`config.mk`:
```
export PLATFORM = sky130hd
export DESIGN_NAME = bit_packer_with_exp_golomb
export DESIGN_NICKNAME = d
export VERILOG_FILES = /design/src/design/bpeg_pkg.sv /design/src/design/bpeg_encode.sv /design/src/design/bpeg_out.sv /design/src/design/bit_packer_with_exp_golomb.sv
export SDC_FILE = /design/constraint.sdc
export NUM_CORES = 1
export LEC_CHECK = 0
export ABC_AREA = 1
export BUFFER_PORTS_ARGS = -buffer_cell sky130_fd_sc_hd__buf_2
export CORE_MARGIN = 2
export CORE_UTILIZATION = 57
export DETAILED_ROUTE_END_ITERATION = 10
export PLACE_DENSITY_LB_ADDON = 0.08
export SYNTH_ARGS = -nofsm -noshare
export SYNTH_HDL_FRONTEND = slang
export SYNTH_HIERARCHICAL = 1
export SYNTH_SLANG_ARGS = --single-unit
```
`constraint.sdc`:
```
create_clock -name i_clk -period 8 [get_ports i_clk]
set_input_delay 0.8 -clock i_clk [delete_from_list [all_inputs] [get_ports i_clk]]
set_output_delay 0.8 -clock i_clk [all_outputs]
set_load 0.05 [all_outputs]
```
`src/design/bpeg_pkg.sv`:
```
// Shared types and constants for the bit packer with Exp-Golomb coding.
`timescale 1ns / 1ps

package bpeg_pkg;

    // Input item modes
    typedef enum logic [1:0] {
        MODE_FIXED = 2'd0,
        MODE_UE    = 2'd1,
        MODE_FLUSH = 2'd2
    } t_mode;

    // Result status codes
    typedef enum logic [1:0] {
        STAT_OK   = 2'd0,
        STAT_BAD  = 2'd1,
        STAT_FULL = 2'd2
    } t_status;

    // Largest legal ue value (2^32 - 2)
    localparam logic [63:0] UE_MAX_VALUE = 64'h0000_0000_FFFF_FFFE;

    // Packer state carried from word to word
    typedef struct packed {
        logic [7:0]  partial;  // pending bits, left aligned
        logic [2:0]  fill;     // number of pending bits
        logic [31:0] done;     // bytes emitted so far
    } t_pack_state;

    // Result burst of one input word: up to eight bytes, first byte on top
    typedef struct packed {
        logic [63:0] bytes;
        logic [3:0]  count;    // bytes in the burst, 0 means status only
        t_status     status;
    } t_burst;

endpackage

```
`src/design/bpeg_encode.sv`:
```
// Single-pass encoder: turns one input word and the packer state into a byte burst.
`timescale 1ns / 1ps

module bpeg_encode #(
    parameter int MAX_WIDTH = 64
) (
    input  logic [1:0]           i_mode,
    input  logic [63:0]          i_value,
    input  logic [7:0]           i_width,
    input  logic [31:0]          i_cap,
    input  bpeg_pkg::t_pack_state i_state,
    output bpeg_pkg::t_pack_state o_state,
    output bpeg_pkg::t_burst     o_burst
);

    localparam logic [7:0] MaxW = 8'(MAX_WIDTH);

    logic             full;
    logic [31:0]      rem;
    logic [3:0]       rem_c;
    logic [31:0]      code;
    logic [5:0]       ue_len;
    logic             wr;
    logic [6:0]       nbits;
    logic [63:0]      vbits;
    bpeg_pkg::t_status stat;
    logic [6:0]       tot;
    logic [3:0]       tot_bytes;
    logic             trunc;
    logic [3:0]       emit;
    logic [6:0]       shamt;
    logic [71:0]      win;
    logic [71:0]      win_left;

    // Room left before capacity, clipped: nine or more bytes never truncate
    assign full  = i_state.done >= i_cap;
    assign rem   = i_cap - i_state.done;
    assign rem_c = (rem > 32'd8) ? 4'd9 : rem[3:0];

    // ue code number and its bit length
    assign code = i_value[31:0] + 32'd1;
    always_comb begin
        ue_len = 6'd0;
        for (int i = 0; i < 32; i++) begin
            if (code[i]) begin
                ue_len = 6'(i + 1);
            end
        end
    end

    // Mode decode: what to write and the status when nothing is written
    always_comb begin
        wr    = 1'b0;
        nbits = 7'd0;
        vbits = 64'd0;
        stat  = bpeg_pkg::STAT_OK;
        case (bpeg_pkg::t_mode'(i_mode))
            bpeg_pkg::MODE_FIXED: begin
                if (full) begin
                    stat = bpeg_pkg::STAT_FULL;
                end else if (i_width == 8'd0 || i_width > MaxW || i_width > 8'd64) begin
                    stat = bpeg_pkg::STAT_BAD;
                end else begin
                    wr    = 1'b1;
                    nbits = i_width[6:0];
                    vbits = (i_width == 8'd64) ? i_value
                          : (i_value & ((64'd1 << i_width[5:0]) - 64'd1));
                end
            end
            bpeg_pkg::MODE_UE: begin
                if (i_value > bpeg_pkg::UE_MAX_VALUE) begin
                    stat = bpeg_pkg::STAT_BAD;
                end else if (full) begin
                    stat = bpeg_pkg::STAT_FULL;
                end else begin
                    // leading zeros come from the zero-extension of the code
                    wr    = 1'b1;
                    nbits = 7'({ue_len, 1'b0}) - 7'd1;
                    vbits = {32'd0, code};
                end
            end
            bpeg_pkg::MODE_FLUSH: begin
                if (i_state.fill == 3'd0) begin
                    stat = bpeg_pkg::STAT_OK;
                end else if (full) begin
                    stat = bpeg_pkg::STAT_FULL;
                end else begin
                    // pad with zeros up to the byte boundary
                    wr    = 1'b1;
                    nbits = 7'd8 - {4'd0, i_state.fill};
                end
            end
            default: begin
                stat = bpeg_pkg::STAT_BAD;
            end
        endcase
    end

    // Bit window: pending bits on top, new bits right behind them
    assign tot       = {4'd0, i_state.fill} + nbits;
    assign tot_bytes = tot[6:3];
    assign trunc     = tot > {rem_c, 3'b000};
    assign emit      = trunc ? rem_c : tot_bytes;
    assign shamt     = 7'd72 - {4'd0, i_state.fill} - nbits;
    assign win       = {i_state.partial, 64'd0} | ({8'd0, vbits} << shamt);
    assign win_left  = win << {tot_bytes, 3'b000};

    // Next state and burst
    always_comb begin
        o_state = i_state;
        o_burst.bytes  = win[71:8];
        o_burst.count  = 4'd0;
        o_burst.status = stat;
        if (wr) begin
            o_burst.count  = emit;
            o_burst.status = trunc ? bpeg_pkg::STAT_FULL : bpeg_pkg::STAT_OK;
            o_state.done   = i_state.done + {28'd0, emit};
            if (trunc) begin
                o_state.partial = 8'd0;
                o_state.fill    = 3'd0;
            end else begin
                o_state.partial = win_left[71:64];
                o_state.fill    = tot[2:0];
            end
        end
    end

endmodule

```
`src/design/bpeg_out.sv`:
```
// Output register: holds one word's byte burst and hands it out one byte per cycle unless stalled.
`timescale 1ns / 1ps

module bpeg_out (
    input  logic            i_clk,
    input  logic            i_rst_n,
    input  logic            i_load,
    input  bpeg_pkg::t_burst i_burst,
    input  logic            i_stall,
    output logic            o_free,
    output logic            o_valid,
    output logic [7:0]      o_out_byte,
    output logic            o_byte_valid,
    output logic [1:0]      o_status,
    output logic            o_last
);

    logic              r_busy;
    logic [63:0]       r_bytes;
    logic [3:0]        r_cnt;
    bpeg_pkg::t_status r_status;
    logic              take;
    logic              last;

    assign last   = r_cnt <= 4'd1;
    assign take   = r_busy && !i_stall;
    assign o_free = !r_busy || (take && last);

    // Result fields; earlier bytes of a burst carry status ok
    assign o_valid      = r_busy;
    assign o_byte_valid = r_cnt != 4'd0;
    assign o_out_byte   = o_byte_valid ? r_bytes[63:56] : 8'd0;
    assign o_status     = last ? r_status : bpeg_pkg::STAT_OK;
    assign o_last       = last;

    // Busy flag
    always_ff @(posedge i_clk) begin
        if (!i_rst_n) begin
            r_busy <= 1'b0;
        end else if (i_load) begin
            r_busy <= 1'b1;
        end else if (take && last) begin
            r_busy <= 1'b0;
        end
    end

    // Burst payload, shifted up by one byte per delivered byte
    always_ff @(posedge i_clk) begin
        if (i_load) begin
            r_bytes  <= i_burst.bytes;
            r_cnt    <= i_burst.count;
            r_status <= i_burst.status;
        end else if (take && !last) begin
            r_bytes <= {r_bytes[55:0], 8'd0};
            r_cnt   <= r_cnt - 4'd1;
        end
    end

endmodule

```
`src/design/bit_packer_with_exp_golomb.sv`:
```
// Top level of the MSB-first bit packer with unsigned Exp-Golomb writes.
//
// Input channel (i_valid / o_stall): one word is a fixed write of 1..MAX_WIDTH
// bits, a ue write, or a flush of the partial byte. Output channel
// (o_valid / i_stall): completed bytes in order, each word ending with a
// result marked o_last that carries its status; a word that completes no
// byte gives one status-only result.
// An accepted word waits in the input register until the output register is
// free. Throughput: one word per cycle while each word yields one result and
// the receiver does not stall; a word that completes more bytes holds the
// output register, handing them out one byte per cycle while not stalled, and
// the input register takes one more word meanwhile. Byte capacity is written
// through i_wr_en / i_wr_data; the user must write it only while idle, the
// block itself does not enforce this. Reset clears the partial byte, fill
// count and byte count, empties both registers and sets the capacity to its
// maximum. While the receiver stalls the current result holds; once the
// input register is occupied as well, o_stall rises.
`timescale 1ns / 1ps

module bit_packer_with_exp_golomb #(
    parameter int MAX_WIDTH = 64
) (
    input  logic        i_clk,
    input  logic        i_rst_n,
    input  logic        i_valid,
    output logic        o_stall,
    input  logic [1:0]  i_mode,
    input  logic [63:0] i_value,
    input  logic [7:0]  i_width,
    output logic        o_valid,
    input  logic        i_stall,
    output logic [7:0]  o_out_byte,
    output logic        o_byte_valid,
    output logic [1:0]  o_status,
    output logic        o_last,
    input  logic        i_wr_en,
    input  logic [31:0] i_wr_data
);

    logic                  r_in_valid;
    logic [1:0]            r_mode;
    logic [63:0]           r_value;
    logic [7:0]            r_width;
    logic [31:0]           r_cap;
    bpeg_pkg::t_pack_state r_state;
    bpeg_pkg::t_pack_state n_state;
    bpeg_pkg::t_burst      burst;
    logic                  out_free;
    logic                  accept;
    logic                  move;

    // Handshake: input word moves on when the output register frees up
    assign move    = r_in_valid && out_free;
    assign o_stall = r_in_valid && !out_free;
    assign accept  = i_valid && !o_stall;

    // Input register
    always_ff @(posedge i_clk) begin
        if (!i_rst_n) begin
            r_in_valid <= 1'b0;
        end else if (accept) begin
            r_in_valid <= 1'b1;
        end else if (move) begin
            r_in_valid <= 1'b0;
        end
    end

    always_ff @(posedge i_clk) begin
        if (accept) begin
            r_mode  <= i_mode;
            r_value <= i_value;
            r_width <= i_width;
        end
    end

    // Capacity register
    always_ff @(posedge i_clk) begin
        if (!i_rst_n) begin
            r_cap <= 32'hFFFF_FFFF;
        end else if (i_wr_en) begin
            r_cap <= i_wr_data;
        end
    end

    // Packer state, updated as a word enters the output register
    always_ff @(posedge i_clk) begin
        if (!i_rst_n) begin
            r_state <= '0;
        end else if (move) begin
            r_state <= n_state;
        end
    end

    bpeg_encode #(
        .MAX_WIDTH (MAX_WIDTH)
    ) u_encode (
        .i_mode  (r_mode),
        .i_value (r_value),
        .i_width (r_width),
        .i_cap   (r_cap),
        .i_state (r_state),
        .o_state (n_state),
        .o_burst (burst)
    );

    bpeg_out u_out (
        .i_clk        (i_clk),
        .i_rst_n      (i_rst_n),
        .i_load       (move),
        .i_burst      (burst),
        .i_stall      (i_stall),
        .o_free       (out_free),
        .o_valid      (o_valid),
        .o_out_byte   (o_out_byte),
        .o_byte_valid (o_byte_valid),
        .o_status     (o_status),
        .o_last       (o_last)
    );

endmodule
```
## After elaboration in Yosys (flattened, before gate mapping)

Cells that the tools add are included.

- Register bits: 221
- Input bits: 111
- Output and inout bits: 14
- Logic and storage cells: 130

- Add/sub/neg operators: 10
- Order comparisons: 6
- Equal/unequal tests: 3
- Shift operators: 3
- Mux-type cells: 72
- Bitwise logic cells: 2
- Reduce and logical (&&, ||, !) cells: 22

Operator list:

| operator | number |
|---|---|
| 64-bit 2-to-1 mux | 6 |
| 64-bit one-hot mux with 2 select lines | 1 |
| 5-bit 2-to-1 mux | 16 |
| 72-bit bitwise OR | 1 |
| 64-bit by 7-bit left shift with 72-bit output | 1 |
| 72-bit by 7-bit left shift with 72-bit output | 1 |
| 64-bit bitwise AND | 1 |
| 64-bit by 32-bit greater-than comparator with 1-bit output (second input constant) | 1 |
| 1-bit by 6-bit left shift with 64-bit output (first input constant) | 1 |
| 64-bit by 1-bit subtractor with 64-bit output (second input constant) | 1 |
| 4-bit 2-to-1 mux | 12 |
| 7-bit 2-to-1 mux | 6 |
| 32-bit by 1-bit adder with 32-bit output (second input constant) | 1 |
| 32-bit by 4-bit adder with 32-bit output | 1 |
| 32-bit >= comparator | 1 |
| 32-bit by 4-bit greater-than comparator with 1-bit output (second input constant) | 1 |
| 32-bit 2-to-1 mux | 1 |
| 32-bit subtractor | 1 |
| 7-bit one-hot mux with 3 select lines | 1 |
| 2-bit 2-to-1 mux | 8 |
| 3-bit 2-to-1 mux | 4 |
| 6-bit 2-to-1 mux | 2 |
| 1-bit 2-to-1 mux | 11 |
| 11-bit 2-to-1 mux | 1 |
| other kinds (24) | 37 |

## Longest topological paths before layout

- Depth in word-level cells: 42
- Mapped depth: 73
- Mapped depth without buffers: 71

## By module

Netlist, hierarchy kept.

Modules (own cells, without submodules):

| module | times used | cells an instance | area each (um2) | seq. area each (um2) |
|---|---|---|---|---|
| bpeg_encode | 1 | 2738 | 13426.6 | 0.0 |
| bit_packer_with_exp_golomb | 1 | 494 | 5146.2 | 3743.6 |
| bpeg_out | 1 | 325 | 3149.3 | 2122.0 |

## Least setup slack after synthesis

Ideal clock, no wire load.

- Kind: register to register
- Start point: register r_state[0] in the netlist's numbering
- End point: register r_state[31] in the netlist's numbering
- Library setup time: 113 ps
- Arrival: 7657 ps
- Required time: 7887 ps
- Path slack: 230 ps
- Stages on the path, launching flop included: 60
- Buffers on the path: 4
- Clock period less this slack: 7770 ps
- Cells stage by stage: dfxtp_1 ha_1 inv_1 fa_1 nand3_1 nand2_1 a21oi_1 o21ai_1 a21boi_1 o21ai_2 a21boi_1 o21ai_2 nand2_1 nand4_1 nand2_2 inv_2 nand2_2 buf_6 (+24 left out) a21oi_1 inv_1 a31oi_1 o21bai_1 nand3_2 nor2_2 nand3_1 nor3_2 nand4_1 nor2_2 nand4_2 nor3_2 nand2_1 nor3_2 nand3_1 xor2_1 nor2_1 nor2_1

- Longest elaborated chain between the ends: 8
- Elaborated cells between the ends (all ways): 20
- Classes of those cells: add/sub (3); order compare (3); mux (13); reduce/logical (1)

Ends and longest elaborated chain:

| element | RTL line | RTL |
|---|---|---|
| start: declaration | bit_packer_with_exp_golomb.sv:45 | `bpeg_pkg::t_pack_state r_state;` |
| start signal: assignment | bit_packer_with_exp_golomb.sv:90 | `r_state <= n_state;` |
| 32-bit >= comparator | bpeg_encode.sv:36 | `assign full = i_state.done >= i_cap;` |
| 7-bit 2-to-1 mux, on equally long branches | bpeg_encode.sv:85, bpeg_encode.sv:73 |  |
| 7-bit 2-to-1 mux, on equally long branches | bpeg_encode.sv:83, bpeg_encode.sv:71 |  |
| 7-bit one-hot mux with 3 select lines | bpeg_encode.sv:57 | `case (bpeg_pkg::t_mode'(i_mode))` |
| 3-bit by 7-bit adder with 7-bit output | bpeg_encode.sv:100 | `assign tot = {4'd0, i_state.fill} + nbits;` |
| 7-bit greater-than comparator | bpeg_encode.sv:102 | `assign trunc = tot > {rem_c, 3'b000};` |
| 4-bit 2-to-1 mux | bpeg_encode.sv:103 | `assign emit = trunc ? rem_c : tot_bytes;` |
| 32-bit by 4-bit adder with 32-bit output | bpeg_encode.sv:117 | `o_state.done = i_state.done + {28'd0, emit};` |

Parallel ways exist; a longest one is shown, timed or not.
A chain may end at the register's enable or synchronous reset.

## Worst setup path after layout

- Start point: register r_state[5] in the netlist's numbering
- End point: register r_state[30] in the netlist's numbering

The elaborated chain is that of the path after synthesis.

==> summary.md <==
| Metric | Value |
|---|---|
| Max Freq | `123.3 MHz` |
| Combinational Power Share | `46.8%` |
| Vias after detailed routing | `24,690` |
| Count leader, synth | `nand2_1` |
| Hold-fix buffers, CTS | `0` |
| CTS clock-pin slew for the worst setup and hold paths | `70 ps` |
| DRT antenna net count | `0` |
| Number of flops mapped to enable cells by yosys | `144` |
| Worst rel slew slack | `25.60%` |
| Nature of the critical path startpoint | `register` |
| Synth Warn # | `6` |
| Part of the power in registers | `28.7%` |
| Final hold vios | `0` |
| Hpwl dp | `59,950 um` |
| Clk sinks | `221` |
| Layout cells sized above 1 | `12.40%` |
| Leading area contributor after synthesis | `nand2_1` |
| RSZ-0062 raised after global routing | `true` |
| Die area | `39,690 um^2` |
| Clk_lat worst skew | `560 ps` |
| Min-delay worst type | `input pin to register` |
| Top post-synthesis cells by count | `nand2_1 (1,227), nand3_1 (505), nor2_1 (353)` |
| CP required | `8450 ps` |
| Detailed Route Iter0 Violations | `3,581` |
| Clock share of power | `24.5%` |
| # Max-Cap Violations | `0` |
| Overflow after GRT | `0` |
| Internal power | `2.679 mW` |
| Buffer levels on the longest clock path | `3` |
| CP Max Fanout | `6` |
| Setup WS post-layout | `-108.1 ps` |
| CP Capture Type | `register` |
| Final Power | `4.853 mW` |
| Core Region | `37,580 um^2` |
| Slowest-stage cell, CP | `fa_2` |
| Tcrit/Tclk final | `101.4%` |
| Routability Congestion | `1.052` |
| P_sw | `2.173 mW` |
| Initial antenna violation count | `4` |
| Io pins | `125` |
| Die Wd | `199.2 um` |
| Worst path arrival time | `8560 ps` |
| Failing checks | `setup timing` |
| Placed cells | `4,092` |
| Share of the synthesized area in the top cell type | `21.20%` |
| Mapped Area | `21,720 um^2` |
| Post-synthesis instance total | `3,557` |
| Input/output buffers | `124` |
| Pwr Density | `201.4 nW/um^2` |
| First-pass GRT wire length | `120,900 um` |
| Via density | `5.919` |
| CTS tree | `done` |
| Leakage | `12.07 nW` |
| Mapped Avg Cell Area | `6.107 um^2` |
| Pins Over Slew Limit | `0` |
| Synth unique cells | `66` |
| H-tree Lvls | `1` |
| Die H | `199.2 um` |
| DRC viols | `0` |
| Vias in the first global route | `22,190` |
| Worst Tran Pin Value | `1115 ps` |
| TritonCTS Buffers | `24` |
| Final setup violation count | `3` |
| Initial Util | `57.81%` |
| Root buffer cell | `clkbuf_16` |
| Area grow syn2layout | `10.90%` |
| Post-Syn Nets | `3,734` |
| #FFs+latches synth | `221` |
| Non-Filler Instances | `4,172` |
| Final worst path period need | `8108 ps` |
| Critical path's largest stage delay | `410 ps` |
| Routed WL | `80,320 um` |
| Number of cell rows | `71` |
| Tot GR Track Use | `39.18%` |
| CP dominant cell by count | `nand3_2` |
| WL per Instance | `19.25 um` |
| Nets@finish | `3,819` |
| WHS | `409.2 ps` |
| Pin count of the biggest net entering global routing | `87` |
| Worst VDD drop | `0.1811 mV` |
| Asr flop ratio synth | `0%` |
| Post-synthesis sequential area ratio | `27.00%` |
| Predominant post-synthesis flop cell | `edfxtp_1` |
| First-pass detailed-route iteration total | `8` |
| Final Skew | `10.90 ps` |
| Status | `finished with violations` |
| Sw frac | `44.79%` |
| Main area contributors after synthesis | `nand2_1 (21%), edfxtp_1 (20%), nand3_1 (12%)` |
| Crit path kind | `register to register` |
[registers in the layout, summed over array words and instances, names as in the netlist]
signal	flops
r_cap	32
r_in_valid	1
r_mode	2
r_state	43
r_value	64
r_width	8
u_out/o_valid	1
u_out/r_bytes	64
u_out/r_cnt	4
u_out/r_status	2
[routing by layer]
layer  global-route usage [%]  share of wire, %
met1                    53.91                41
met2                    59.12                42
met3                    8.118                11
met4                    17.44               5.5
met5                        0             0.015
[final timing paths]
check                           slack, ps           to  cells past startpoint         from
worst max-delay path                 -110  r_state[30]                     54   r_state[5]
worst min-delay path                  410  r_value[18]                      1  i_value[18]
worst max register to register       -110  r_state[30]                     54   r_state[5]
worst min register to register        470     r_cap[0]                      2     r_cap[0]
[final cells by class]
cell class / count / area [um^2]
antenna: 1 / 2.502
timing repair buffer: 235 / 1461
clock inverter: 14 / 167.7
multi-input combinational: 2795 / 13900
fill: 3351 / 13490
clock buffer: 30 / 675.6
sequential: 221 / 5871
inverter: 365 / 1375
tap: 511 / 639.4
[timing repair]
action,4_1_cts,5_1_grt
pin swaps,1,70
setup endpoints to repair,4,20
gates resized for setup,3,88
buffers inserted,1,36
[worst max-delay path, delay by kind of cell (launching register included)]
family                     cells  cell delay (ps)
buffers and inverters          9              850
xor gates and xnor gates       2              290
and+or+nand+nor               29             3770
adders and majority gates      6             1680
AOI/OAI and AO/OA              8             1020
DFF                            1              390
[power by group through the flow]
stage | Clock, mW | Sequential (mW) | Combinational, mW
floorplan | 0 | 1.39 | 1.56
global placement | 0 | 1.41 | 2.12
detailed placement | 0 | 1.41 | 2.14
CTS | 1.20 | 1.39 | 2.16
global route | 1.25 | 1.40 | 2.49
finish | 1.19 | 1.39 | 2.27
[layout by cell type, fill, tap and decap left out, types with 63 or more instances in the layout]
master    count
a21oi_1     105
buf_2       124
buf_4       109
dfxtp_1      73
edfxtp_1    144
inv_1       340
nand2_1    1219
nand3_1     498
nand4_1      63
nor2_1      344
o21ai_0     125
[logic make-up (layout without fill, tap and decap cells)]
kind of cell / after synthesis / after routing / synth area share (%)
xor+xnor: 83 / 83 / 3.450
other cells: 0 / 1 / 0
compound gates: 321 / 321 / 8.283
fa+ha+maj: 66 / 66 / 3.974
mux: 3 / 3 / 0.1382
buf+inv: 541 / 644 / 10.90
simple gates: 2322 / 2322 / 46.25
flops: 221 / 221 / 27.00
[through the flow]
| stage | utilization [%] | setup slack (ps) | setup TNS, ps | cell area [um^2] |
|---|---|---|---|---|
| finish | 64.11 | -108.1 | -209.2 | 24090 |
| detailed placement | 60.13 | -74.47 | -126.7 | 22600 |
| global route | 64.10 | -534.1 | -4649 | 24090 |
| global placement | 60.13 | 263.0 | 0 | 22600 |
| floorplan | - | 230.1 | 0 | 21720 |
| CTS | 62.42 | 9.350 | 0 | 23460 |
(Power assumes the default switching activity.)
